### src/hdl/hsc_pkg.sv
// Shared types, constants and helpers for the relief-shaded height colorizer.
// No dependencies; every other file depends on this package.
`default_nettype none
package hsc_pkg;

   localparam int HEIGHT_BITS = 16;
   localparam int UP_SHIFT    = (HEIGHT_BITS < 16) ? 16 - HEIGHT_BITS : 0;
   localparam int DN_SHIFT    = (HEIGHT_BITS > 16) ? HEIGHT_BITS - 16 : 0;

   // Square-root pipeline: one result bit per stage over a 64-bit radicand
   localparam int SQRT_STAGES = 32;
   // Divider pipeline: one quotient bit per stage; larger quotients saturate
   localparam int DIV_STAGES  = 16;

   localparam logic [15:0] LIGHT_MIN = 16'd13107;
   localparam logic [15:0] LIGHT_MAX = 16'd36044;
   localparam logic [15:0] LIGHT_ONE = 16'd32768;

   // Register indexes on the configuration port
   typedef enum logic [1:0] {
      REG_SEA_LEVEL   = 2'd0,
      REG_GRASS_TOP   = 2'd1,
      REG_ROCK_TOP    = 2'd2,
      REG_RELIEF_GAIN = 2'd3
   } reg_index_type;

   typedef struct packed {
      logic [15:0] sea_level;
      logic [15:0] grass_top;
      logic [15:0] rock_top;
      logic [7:0]  relief_gain;
   } cfg_type;

   // Data that rides alongside the light computation
   typedef struct packed {
      logic        num_pos;
      logic [27:0] num;
      logic        water;
      logic [7:0]  red;
      logic [7:0]  green;
      logic [7:0]  blue;
   } side_type;

   // Bring a height to Q0.16
   function automatic logic [15:0] to_q16(input logic [HEIGHT_BITS-1:0] h);
      logic [HEIGHT_BITS+15:0] t;
      t = ({16'b0, h} << UP_SHIFT) >> DN_SHIFT;
      return t[15:0];
   endfunction

endpackage
`default_nettype wire

### src/hdl/hsc_divide.sv
// Pipelined restoring divider for the light factor, with clamp and water override.
// Depends on hsc_pkg for light limits, stage count and the side payload type.
`default_nettype none
module hsc_divide (
   input  wire logic              clock,
   input  wire logic              reset,
   input  wire logic              en,
   input  wire logic              in_vld,
   input  wire logic [31:0]       in_root,
   input  wire hsc_pkg::side_type in_side,
   output logic                   out_vld,
   output logic [15:0]            out_light,
   output hsc_pkg::side_type      out_side
);
   import hsc_pkg::*;

   logic [35:0] den_in;
   logic [49:0] num_sh;

   // Setup stage: divisor, dividend and overflow check
   logic [35:0] den_ff  [0:DIV_STAGES];
   logic [51:0] rem_ff  [0:DIV_STAGES];
   logic [15:0] quo_ff  [0:DIV_STAGES];
   logic        sat_ff  [0:DIV_STAGES];
   side_type    side_ff [0:DIV_STAGES];
   logic        vld_ff  [0:DIV_STAGES];
   logic [15:0] light_in, light_ff;
   side_type    lside_ff;
   logic        lvld_ff;

   always_comb begin
      den_in = 36'(in_root) * 36'd10;
      num_sh = {in_side.num, 22'b0};
   end

   always_ff @(posedge clock) begin
      if (reset) begin
         vld_ff[0] <= 1'b0;
      end else if (en) begin
         vld_ff[0] <= in_vld;
      end
   end

   always_ff @(posedge clock) begin
      if (en) begin
         den_ff[0]  <= den_in;
         rem_ff[0]  <= 52'(num_sh);
         quo_ff[0]  <= '0;
         sat_ff[0]  <= ({2'b0, num_sh} >= {den_in, 16'b0});
         side_ff[0] <= in_side;
      end
   end

   for (genvar k = 0; k < DIV_STAGES; k++) begin : g_stage
      logic [51:0] shifted, rem_in;
      logic [15:0] quo_in;

      // Try one quotient bit
      always_comb begin
         shifted = 52'(den_ff[k]) << (DIV_STAGES - 1 - k);
         rem_in  = rem_ff[k];
         quo_in  = quo_ff[k];
         if (rem_ff[k] >= shifted) begin
            rem_in = rem_ff[k] - shifted;
            quo_in[DIV_STAGES-1-k] = 1'b1;
         end
      end

      always_ff @(posedge clock) begin
         if (reset) begin
            vld_ff[k+1] <= 1'b0;
         end else if (en) begin
            vld_ff[k+1] <= vld_ff[k];
         end
      end

      always_ff @(posedge clock) begin
         if (en) begin
            den_ff[k+1]  <= den_ff[k];
            rem_ff[k+1]  <= rem_in;
            quo_ff[k+1]  <= quo_in;
            sat_ff[k+1]  <= sat_ff[k];
            side_ff[k+1] <= side_ff[k];
         end
      end
   end

   // Water takes unit light; otherwise clamp the quotient
   always_comb begin
      if (side_ff[DIV_STAGES].water) begin
         light_in = LIGHT_ONE;
      end else if (!side_ff[DIV_STAGES].num_pos) begin
         light_in = LIGHT_MIN;
      end else if (sat_ff[DIV_STAGES] || quo_ff[DIV_STAGES] > LIGHT_MAX) begin
         light_in = LIGHT_MAX;
      end else if (quo_ff[DIV_STAGES] < LIGHT_MIN) begin
         light_in = LIGHT_MIN;
      end else begin
         light_in = quo_ff[DIV_STAGES];
      end
   end

   always_ff @(posedge clock) begin
      if (reset) begin
         lvld_ff <= 1'b0;
      end else if (en) begin
         lvld_ff <= vld_ff[DIV_STAGES];
      end
   end

   always_ff @(posedge clock) begin
      if (en) begin
         light_ff <= light_in;
         lside_ff <= side_ff[DIV_STAGES];
      end
   end

   assign out_vld   = lvld_ff;
   assign out_light = light_ff;
   assign out_side  = lside_ff;
endmodule
`default_nettype wire

### config.mk
export PLATFORM = sky130hd
export DESIGN_NAME = hsc_divide
export DESIGN_NICKNAME = d
export VERILOG_FILES = /design/src/hdl/hsc_pkg.sv /design/src/hdl/hsc_divide.sv
export SDC_FILE = /design/constraint.sdc
export NUM_CORES = 2
export LEC_CHECK = 0
export BUFFER_PORTS_ARGS = -buffer_cell sky130_fd_sc_hd__buf_2
export CAP_MARGIN = 25
export CORE_UTILIZATION = 37
export DETAILED_ROUTE_END_ITERATION = 16
export GPL_ROUTABILITY_DRIVEN = 1
export SLEW_MARGIN = 20
export SYNTH_ARGS = -nofsm -noshare
export SYNTH_HDL_FRONTEND = slang
export SYNTH_SLANG_ARGS = --single-unit
### constraint.sdc
create_clock -name clock -period 4.8 [get_ports clock]
set_input_delay 0.24 -clock clock [delete_from_list [all_inputs] [get_ports clock]]
set_output_delay 0.24 -clock clock [all_outputs]
set_load 0.005 [all_outputs]
==> out/qor.yml <==
arrival_ps: 5340
worstSetupStartpointType: "input pin"
drt-pass1-iter-count: 6
route.detailed.drc: 0
die_width_um: 548.8
hpwl_mm: 169.2
clockRootBuffer: "clkbuf_16"
outcome: "complete, no violations"
end_kind: "register"
r2r_slack_ps: 320
fmax_mhz: 217.5
synth.net_count: 9297
syn_avg_cell_area_um2: 12.94
grt_pass1_vias: 67210
synth_mux_area_share_pct: 0.5768
fin_crit_ps: 4599
max-vdd-ir-drop_uv: 314.4
cp_max_fo: 2
hold_viol_final: 0
rsz0062_at_grt: "true"
hp-class: "in -> reg"
cts_inserted_buffers: 272
synth-async-reset-ratio_pct: 0
relSlewSlack_pct: 28.14
port_buffers: 160
synthFlopType: "edfxtp_1"
synth_edf_count: 2363
synth_xor_area_share_pct: 4.599
syn-instance-count: 8551
crit_path_top_delay_cell: "dlygate4sd3_1"
clk_path_buf_depth: 4
seq_area_frac_synth_pct: 64.15
clkTransAtPathRegs_ps: 60
grt_overflow: 0
design.portCount: 161
crit_chain: "dlygate4sd3_1, buf_2, ha_1, ha_1, fa_1, a211oi_2, o211ai_1, o211ai_1, a21boi_1, a221o_1, a41o_1, or2_2, a21oi_1, o21ai_0, xnor2_1, ha_1, nand4_1, or4_1, nor3_1, a31oi_1, a21o_1, a21oi_1"
syn_area_um2: 110600
p_leak_uw: 0.04875
whs_ps: 91.74
ys_ff_latch: 2364
yosys.area.top_type: "edfxtp_1"
antenna_found_initial: 5
ys_types: 98
wl_per_cell_um: 17.42
top_usage_layer: "met2"
yosys-top-cells-area: "edfxtp_1 64%, ha_1 7.2%, a21oi_1 2.7%"
die_h_um: 548.8
grt_pass1_wl_mm: 361.0
clock_latency_ps: 900
synthSimpleGateAreaFrac_pct: 8.169
dp.cells: 12630
utilization_pct: 42.72
worst_slew_pin_slew_ps: 1068
drv_cap: 0
final_nets: 9786
slowest_delay_ps: 530
p_per_area_nw_per_um2: 578.6
start_util_pct: 37.25
viasPerCell: 5.017
synth_common_cells: "2,363 x edfxtp_1, 735 x inv_1, 655 x nand2_1"
core_area_um2: 297000
setup_violations: 0
pre_cts_slack_ps: -239.2
yosys.area.top_type_share_pct: 64.14
clkSinkCount: 2364
first_iter_violations: 4229
vias: 66170
ant_nets: 0
skew_ps: 89.90
crit_top_cell: "ha_1"
groute.usage.overall_pct: 14.97
worst_ep_required_time_ps: 5540
gr-usage-met2_pct: 26.80
drive_above_1_share_pct: 8.737
layout_setup_ws_ps: 201.4
critPathKind: "in -> reg"
cts_tree: "built"
grt_max_degree: 175
cts_max_level: 5
core.rowCount: 200
stdcell_count: 13190
slew_violations: 0
yosys_warnings: 0
synth-adder-area-share_pct: 7.520
use_met1_pct: 16.92
dieArea_um2: 301200
met3_usage_pct: 2.326
area_growth_pct: 14.69
yosysMostFrequentCell: "edfxtp_1"
synth_compound_area_share_pct: 11.87
routed_wl_mm: 229.8
synth_top_family_by_area: "compound AO/OA/AOI/OAI gates"
fin_crit_sh_pct: 95.80
routabilityCongestion: 0.9712
[stage by stage]
stage	area, um^2	total power [uW]	TNS [ps]
finish	126900	73420	0
global route	126900	77860	-131.1
CTS	126900	74040	0
detailed placement	117300	53340	-239.2
global placement	117300	52780	-323.1
floorplan	110600	46640	0
[report_power, final]
group	internal (uW)	total (uW)	switching, uW
sequential	27700	29900	2140
clock	11900	20200	8290
combinational	9850	23300	13500
total	49500	73400	23900
[placed cells by master, fill, tap and decap left out, types with 50 or more instances in the layout]
cell type and count:
nor2_1 416, inv_1 735, edfxtp_1 2363, nand3_1 128, buf_2 159, xnor2_1 317
nor3_1 116, nand2_1 655, clkbuf_1 54, nor2b_1 81, o21bai_1 60, nor4_1 59
o21a_1 92, o21ai_0 569, dlygate4sd3_1 77, nand2b_1 100, mux2_2 50, nand4_1 89
ha_1 641, a21o_1 304, clkinv_1 50, buf_4 102, clkbuf_16 275, a21oi_1 597
and3_1 54, xor2_1 264, o31ai_1 58
[cell families after synthesis]
logic type	after synthesis
fa+ha+maj	656
other cells	1
simple gates	1893
mux	57
xor+xnor	581
compound gates	2105
buf+inv	894
flops	2364
[registers in the layout (all words and copies together) (netlist names)]
name,count
quo_ff,136
vld_ff,17
out_side,54
den_ff,560
sat_ff,17
rem_ff,645
side_ff,918
out_vld,1
out_light,16
[layout make-up]
type	instances	area, um^2
fillers	26730	170100
repair buffers	372	3013
multi-input cells	5293	36360
well taps	3939	4928
diodes	3	7.507
clock buffers	329	7084
clock inverters	153	1749
inverters	737	2766
flip-flops and latches	2364	70980
[layer usage]
metal	part of all wire, %	vias up
met5	0	-
met4	5.9	0
met1	41	31450
met3	3.6	609
li1	-	32750
met2	49	1364
[worst max-delay path, delay by kind of cell]
kind,cells,cell delay [ps]
buffers and inverters,2,660
adder cells (fa/ha/maj),4,1220
AND/OR/NAND/NOR,4,1020
AO/OA/AOI/OAI,11,2030
XOR/XNOR,1,170
[worst paths after layout]
path / startpoint / end / cells after the start
setup reg to reg: den_ff[0][326] / rem_ff[0][562] / 13
setup / recovery: in_root[1] / sat_ff[0] / 22
hold / removal: in_root[12] / den_ff[0][13] / 5
hold reg to reg: side_ff[6][25] / side_ff[7][25] / 0
[timing repair]
action / 4_1_cts / 5_1_grt
endpoints found under the setup margin: 0 / 5
buffers inserted: 0 / 0
gates resized for setup: 0 / 4
hold endpoints to repair: 125 / 0
hold buffers: 77 / 0
(Power assumes the default switching activity.)
