$ cat src/hdl/hsc_pkg.sv
// Shared types, constants and helpers for the relief-shaded height colorizer.
// No dependencies; every other file depends on this package.
`default_nettype none
package hsc_pkg;

   localparam int HEIGHT_BITS = 16;
   localparam int UP_SHIFT    = (HEIGHT_BITS < 16) ? 16 - HEIGHT_BITS : 0;
   localparam int DN_SHIFT    = (HEIGHT_BITS > 16) ? HEIGHT_BITS - 16 : 0;

   // Square-root pipeline: one result bit per stage over a 64-bit radicand
   localparam int SQRT_STAGES = 32;
   // Divider pipeline: one quotient bit per stage; larger quotients saturate
   localparam int DIV_STAGES  = 16;

   localparam logic [15:0] LIGHT_MIN = 16'd13107;
   localparam logic [15:0] LIGHT_MAX = 16'd36044;
   localparam logic [15:0] LIGHT_ONE = 16'd32768;

   // Register indexes on the configuration port
   typedef enum logic [1:0] {
      REG_SEA_LEVEL   = 2'd0,
      REG_GRASS_TOP   = 2'd1,
      REG_ROCK_TOP    = 2'd2,
      REG_RELIEF_GAIN = 2'd3
   } reg_index_type;

   typedef struct packed {
      logic [15:0] sea_level;
      logic [15:0] grass_top;
      logic [15:0] rock_top;
      logic [7:0]  relief_gain;
   } cfg_type;

   // Data that rides alongside the light computation
   typedef struct packed {
      logic        num_pos;
      logic [27:0] num;
      logic        water;
      logic [7:0]  red;
      logic [7:0]  green;
      logic [7:0]  blue;
   } side_type;

   // Bring a height to Q0.16
   function automatic logic [15:0] to_q16(input logic [HEIGHT_BITS-1:0] h);
      logic [HEIGHT_BITS+15:0] t;
      t = ({16'b0, h} << UP_SHIFT) >> DN_SHIFT;
      return t[15:0];
   endfunction

endpackage
`default_nettype wire

$ cat src/hdl/hsc_front.sv
// Front end: slopes, squared normal length, light numerator and band colour.
// Depends on hsc_pkg; three register stages, all advancing on en.
`default_nettype none
module hsc_front (
   input  wire logic                            clock,
   input  wire logic                            reset,
   input  wire logic                            en,
   input  wire logic                            in_vld,
   input  wire logic [hsc_pkg::HEIGHT_BITS-1:0] center_height,
   input  wire logic [hsc_pkg::HEIGHT_BITS-1:0] left_height,
   input  wire logic [hsc_pkg::HEIGHT_BITS-1:0] right_height,
   input  wire logic [hsc_pkg::HEIGHT_BITS-1:0] up_height,
   input  wire logic [hsc_pkg::HEIGHT_BITS-1:0] down_height,
   input  wire logic                            overlay_valid,
   input  wire logic [7:0]                      overlay_red,
   input  wire logic [7:0]                      overlay_green,
   input  wire logic [7:0]                      overlay_blue,
   input  wire hsc_pkg::cfg_type                cfg,
   output logic                                 out_vld,
   output logic [63:0]                          out_rad,
   output hsc_pkg::side_type                    out_side
);
   import hsc_pkg::*;

   logic [15:0]        h, hl, hr, hu, hd, d, up_d;
   logic signed [16:0] dx, dy;
   logic signed [25:0] a_in, b_in;
   logic [22:0]        d100;
   logic [23:0]        tg_sum;
   logic [24:0]        tb_sum;
   logic [7:0]         tg;
   logic [8:0]         tb;
   logic [20:0]        beach_val;
   side_type           side1_in;
   side_type           side2_in;

   logic               vld1_ff, vld2_ff, vld3_ff;
   logic signed [25:0] a_ff, b_ff;
   side_type           side1_ff, side2_ff, side3_ff;
   logic [49:0]        aa_ff, bb_ff;
   logic signed [51:0] aa_full, bb_full;
   logic signed [29:0] num_in;
   logic [63:0]        rad_ff;
   logic [49:0]        q_sum;

   // Stage 1: gained differences and band colour
   always_comb begin
      h  = to_q16(center_height);
      hl = to_q16(left_height);
      hr = to_q16(right_height);
      hu = to_q16(up_height);
      hd = to_q16(down_height);
      dx = signed'({1'b0, hl}) - signed'({1'b0, hr});
      dy = signed'({1'b0, hu}) - signed'({1'b0, hd});
      a_in = 26'(dx) * signed'(26'({1'b0, cfg.relief_gain}));
      b_in = 26'(dy) * signed'(26'({1'b0, cfg.relief_gain}));

      d         = cfg.sea_level - h;
      up_d      = h - cfg.sea_level;
      d100      = 23'(d) * 23'd100;
      tg_sum    = 24'(d) * 24'd200 + 24'd65535;
      tb_sum    = 25'(d) * 25'd500 + 25'd65535;
      tg        = tg_sum[23:16];
      tb        = tb_sum[24:16];
      beach_val = 21'(up_d) * 21'd25;

      side1_in       = '0;
      side1_in.water = 1'b0;
      if (h < cfg.sea_level) begin
         side1_in.water = 1'b1;
         if (d100 < 23'd65536) begin
            side1_in.red = 8'd200; side1_in.green = 8'd220; side1_in.blue = 8'd255;
         end else begin
            side1_in.red   = 8'd10;
            side1_in.green = (tg >= 8'd80) ? 8'd0 : 8'd80 - tg;
            side1_in.blue  = (tb >= 9'd180) ? 8'd0 : 8'(9'd180 - tb);
         end
      end else if (beach_val < 21'd65536) begin
         side1_in.red = 8'd210; side1_in.green = 8'd200; side1_in.blue = 8'd130;
      end else if (h < cfg.grass_top) begin
         side1_in.red = 8'd60; side1_in.green = 8'd140; side1_in.blue = 8'd60;
      end else if (h < cfg.rock_top) begin
         side1_in.red = 8'd100; side1_in.green = 8'd90; side1_in.blue = 8'd80;
      end else begin
         side1_in.red = 8'd240; side1_in.green = 8'd240; side1_in.blue = 8'd255;
      end
      // Overlay replaces the band colour only
      if (overlay_valid) begin
         side1_in.red   = overlay_red;
         side1_in.green = overlay_green;
         side1_in.blue  = overlay_blue;
      end
   end

   // Stage 2: squares and light numerator
   always_comb begin
      aa_full = 52'(a_ff) * 52'(a_ff);
      bb_full = 52'(b_ff) * 52'(b_ff);
      num_in  = 30'(a_ff) * 30'sd5 + 30'(b_ff) * 30'sd5 + 30'sd458752;
      q_sum   = aa_ff + bb_ff + 50'h1_0000_0000;
      side2_in         = side1_ff;
      side2_in.num_pos = (num_in > 30'sd0);
      side2_in.num     = num_in[27:0];
   end

   always_ff @(posedge clock) begin
      if (reset) begin
         vld1_ff <= 1'b0;
         vld2_ff <= 1'b0;
         vld3_ff <= 1'b0;
      end else if (en) begin
         vld1_ff <= in_vld;
         vld2_ff <= vld1_ff;
         vld3_ff <= vld2_ff;
      end
   end

   // Advance payload
   always_ff @(posedge clock) begin
      if (en) begin
         a_ff     <= a_in;
         b_ff     <= b_in;
         side1_ff <= side1_in;
         aa_ff    <= 50'(unsigned'(aa_full));
         bb_ff    <= 50'(unsigned'(bb_full));
         side2_ff <= side2_in;
         rad_ff   <= {q_sum, 14'b0};
         side3_ff <= side2_ff;
      end
   end

   assign out_vld  = vld3_ff;
   assign out_rad  = rad_ff;
   assign out_side = side3_ff;
endmodule
`default_nettype wire

$ cat config.mk
export PLATFORM = sky130hd
export DESIGN_NAME = hsc_front
export DESIGN_NICKNAME = d
export VERILOG_FILES = /design/src/hdl/hsc_pkg.sv /design/src/hdl/hsc_front.sv
export SDC_FILE = /design/constraint.sdc
export NUM_CORES = 2
export LEC_CHECK = 0
export BUFFER_PORTS_ARGS = -buffer_cell sky130_fd_sc_hd__buf_2
export CORE_MARGIN = 10
export CORE_UTILIZATION = 50
export DETAILED_ROUTE_END_ITERATION = 8
export PLACE_DENSITY = 0.79
export SYNTH_ARGS = -nofsm -noshare
export SYNTH_HDL_FRONTEND = slang
export SYNTH_SLANG_ARGS = --single-unit
$ cat constraint.sdc
create_clock -name clock -period 9.49 [get_ports clock]
set_clock_uncertainty 0.05 [all_clocks]
set_input_delay 0.949 -clock clock [delete_from_list [all_inputs] [get_ports clock]]
set_output_delay 0.949 -clock clock [all_outputs]
set_load 0.01 [all_outputs]
==> impl_metrics.env <==
export IMPL_finalNonFillerCells=10100
export IMPL_final_hold_violation_count=0
export IMPL_placed_area_mm2=0.0822
export IMPL_grt_max_degree=90
export IMPL_cp_slowest_cell="edfxtp_1"
export IMPL_final_max_slew_violation_count=0
export IMPL_syn_avg_cell_area_um2=10.0
export IMPL_syn_area_mm2=0.0781
export IMPL_ys_seq_area_share_pct=12.9
export IMPL_routed_wl_um=193000
export IMPL_grt_util_all_layers_pct=22.8
export IMPL_min_path_type="flop to flop"
export IMPL_post_cts_setup_buffers=0
export IMPL_critPathMaxStageDelay_ns=1.06
export IMPL_htreeDepth=2
export IMPL_rsz0062_at_grt="no"
export IMPL_ctsRootBufferMaster="clkbuf_16"
export IMPL_reg2reg_depth=24
export IMPL_dr_wl_met2_um=90600
export IMPL_postSynthCellCount=7799
export IMPL_numCtsBuffers=44
export IMPL_top_layer="met4"
export IMPL_boundaryPins=284
export IMPL_drive_above_1_share_pct=6.17
export IMPL_status="complete, no violations"
export IMPL_clk_pin_slew_ns=0.07
export IMPL_cts_sinks=336
export IMPL_gp_congestion=0.963
export IMPL_rr_startpoint="a_ff[8]"
export IMPL_fin_area_mm2=0.0837
export IMPL_period_needed_ns=8.88
export IMPL_worstReg2RegEnd="aa_ff[47]"
export IMPL_vias=54400
export IMPL_worstPathRequired_ns=9.79
export IMPL_min_to="out_side[50]"
export IMPL_die_h_um=415
export IMPL_fp_dieW_um=415
export IMPL_seqCellArea_mm2=0.0101
export IMPL_holdPathStages=0
export IMPL_relSlewSlack_pct=21.3
export IMPL_end_kind="flop"
export IMPL_wl_met1_um=74400
export IMPL_antenna_found_initial=0
export IMPL_final_antenna_net_count=0
export IMPL_viasPerCell=5.37
export IMPL_grt_pass1_wl_um=317000
export IMPL_multi_input_area_mm2=0.0600
export IMPL_cpLargestDelayFamily="adder cells"
export IMPL_period_share_pct=93.6
export IMPL_clockBufferDepth=3
export IMPL_ys_ff_latch=336
export IMPL_drc=0
export IMPL_coreArea_mm2=0.156
export IMPL_startpoint_type="flop"
export IMPL_dr_wl_met3_um=16000
export IMPL_dp_hpwl_um=162000
export IMPL_arrival_ns=9.18
export IMPL_grt_pass1_vias=60700
export IMPL_synth_distinct_cells=95
export IMPL_cp_num_buf_inv=5
export IMPL_cts_resized=0
export IMPL_fmax_ghz=0.113
export IMPL_area_delta_synth_final_pct=7.09
export IMPL_ys_warn_count=0
export IMPL_ys_async_sr_fraction_pct=0
export IMPL_final_nets=10700
export IMPL_synth_main_ff_cell="edfxtp_1"
export IMPL_setup_violations=0
export IMPL_tns_ns=0
export IMPL_drt_first_iter_violations=3675
export IMPL_start_util_pct=50.1
export IMPL_worst_path_max_fanout=16
export IMPL_path_cells="nand2_1 > fa_1 > inv_1 > fa_1 > inv_1 > fa_1 > fa_1 > inv_1 > fa_1 > inv_1 > fa_1 > inv_1 > fa_1 > ha_1 > nand3_1 > nor2_1 > o21ai_0 > o21ai_0 > o31ai_1 > a311oi_1 > a21oi_1 > o31a_1 > o21ai_0 > xor2_1"
export IMPL_dieArea_mm2=0.172
export IMPL_fill_cells=13300
export IMPL_dp_cells=10100
export IMPL_synth_edf_count=333
export IMPL_path_class="flop to flop"
export IMPL_gr_total_overflow=0
export IMPL_cts_tree="done"
export IMPL_crit_top_cell="fa_1"
export IMPL_drtPass1Iterations=6
export IMPL_clk_latency_ns=0.64
export IMPL_hold_start="side2_ff[50]"
export IMPL_io_buffers=269
export IMPL_rows=145
export IMPL_insertedDiodeCount=0
export IMPL_wire_per_inst_um=19.1
export IMPL_maxCapViolCount=0
export IMPL_tightest_slew_ns=1.17
export IMPL_regToRegSetupSlack_ns=0.61
export IMPL_holdBufCountCts=0
-- cell type report --
class                      count  area share [%]
clock inverter                32           0.425
clock buffer                  49            1.36
multi-input combinational   5334            71.7
inverter                    1951            8.75
sequential                   336            12.0
tap                         2058            3.08
timing repair buffer         380            2.62
-- Yosys cell counts, types with 6 or more instances --
| library cell | count | share of area [%] |
|---|---|---|
| clkinv_1 | 7 | 0.034 |
| nor4_1 | 16 | 0.13 |
| nand3_1 | 65 | 0.42 |
| o21a_1 | 31 | 0.30 |
| nor2b_1 | 52 | 0.42 |
| o211a_1 | 6 | 0.077 |
| o21bai_1 | 36 | 0.35 |
| buf_4 | 14 | 0.13 |
| a31o_2 | 6 | 0.067 |
| a211o_1 | 6 | 0.067 |
| nand2_1 | 580 | 2.8 |
| a41oi_1 | 7 | 0.078 |
| nand4_1 | 26 | 0.21 |
| and2_1 | 427 | 3.4 |
| a21boi_0 | 16 | 0.15 |
| a2111oi_0 | 8 | 0.090 |
| and3_1 | 28 | 0.22 |
| nor3_1 | 68 | 0.44 |
| o21ai_1 | 11 | 0.070 |
| inv_1 | 1943 | 9.3 |
| o211ai_1 | 20 | 0.19 |
| a211oi_1 | 30 | 0.29 |
| and4_1 | 7 | 0.078 |
| a31oi_1 | 26 | 0.21 |
| a21o_1 | 157 | 1.5 |
| o22ai_1 | 8 | 0.064 |
| mux2i_1 | 9 | 0.12 |
| edfxtp_1 | 333 | 13 |
| o31ai_1 | 14 | 0.13 |
| a21oi_1 | 236 | 1.5 |
| or3_1 | 24 | 0.19 |
| nor2_1 | 246 | 1.2 |
| a2bb2oi_1 | 8 | 0.090 |
| fa_1 | 1620 | 42 |
| xnor2_1 | 251 | 2.8 |
| xor2_1 | 112 | 1.3 |
| clkbuf_1 | 176 | 0.85 |
| or2_2 | 14 | 0.11 |
| o21ai_0 | 130 | 0.83 |
| ha_1 | 836 | 13 |
| o31a_1 | 14 | 0.16 |
| o2111ai_1 | 7 | 0.078 |
| nand2b_1 | 66 | 0.53 |
-- cell usage in the layout (no fill, tap or decap), drive strengths merged, types with 17 or more instances in the layout --
cell / instances
clkinv: 17
o21ai: 142
xor2: 112
ha: 836
nand4: 26
nor2: 248
edfxtp: 333
or3: 24
a31oi: 26
fa: 1620
nor3: 68
nand3: 65
nand2: 580
xnor2: 251
nand2b: 66
o211ai: 21
o21bai: 36
and3: 28
a211oi: 30
a21boi: 17
a21oi: 236
nor4: 17
inv: 1951
o21a: 32
nor2b: 52
buf: 380
clkbuf: 49
and2: 427
a21o: 157
-- per-stage QoR --
step	worst slack, ns	hold WS, ns	util [%]
after CTS	0.945	0.356	53.7
final	0.611	0.363	53.7
after global routing	0.414	0.364	53.7
after floorplan	1.20	0.350	-
after detailed placement	0.494	0.355	52.7
after global placement	0.646	0.350	52.7
-- cells by family after synthesis --
kind of cell | Yosys count | share of synthesized area (%)
AOI/OAI and AO/OA | 837 | 7.12
xor gates and xnor gates | 364 | 4.10
adders and majority gates | 2456 | 54.9
buffers and inverters | 2143 | 10.4
DFF | 336 | 12.9
muxes | 12 | 0.159
other | 1 | 0.00480
and+or+nand+nor | 1650 | 10.5
-- worst max-delay path by stage --
stage	cells past startpoint	from	endpoint	slack (ns)
after CTS	23	a_ff[18]	aa_ff[47]	0.95
after floorplan	31	center_height[1]	side1_ff[0]	1.20
final	24	a_ff[8]	aa_ff[47]	0.61
after global placement	33	center_height[1]	side1_ff[0]	0.65
after global routing	24	a_ff[8]	aa_ff[47]	0.41
after detailed placement	33	center_height[1]	side1_ff[0]	0.49
-- state kept, by name, indices dropped and copies added (netlist names) --
name	flops
a_ff	26
vld1_ff	1
vld2_ff	1
b_ff	26
aa_ff	49
out_vld	1
bb_ff	49
out_rad	50
side1_ff	25
out_side	54
side2_ff	54
-- layer usage --
metal / global-route usage, % / up-vias
met1: 28.4 / 27400
met4: 11.8 / 0
met3: 4.47 / 429
met2: 37.7 / 2017
met5: 0 / -
li1: - / 24500
Power is not shown: default switching activity piles up to over one toggle a cycle in this logic, so the estimate is an artifact.
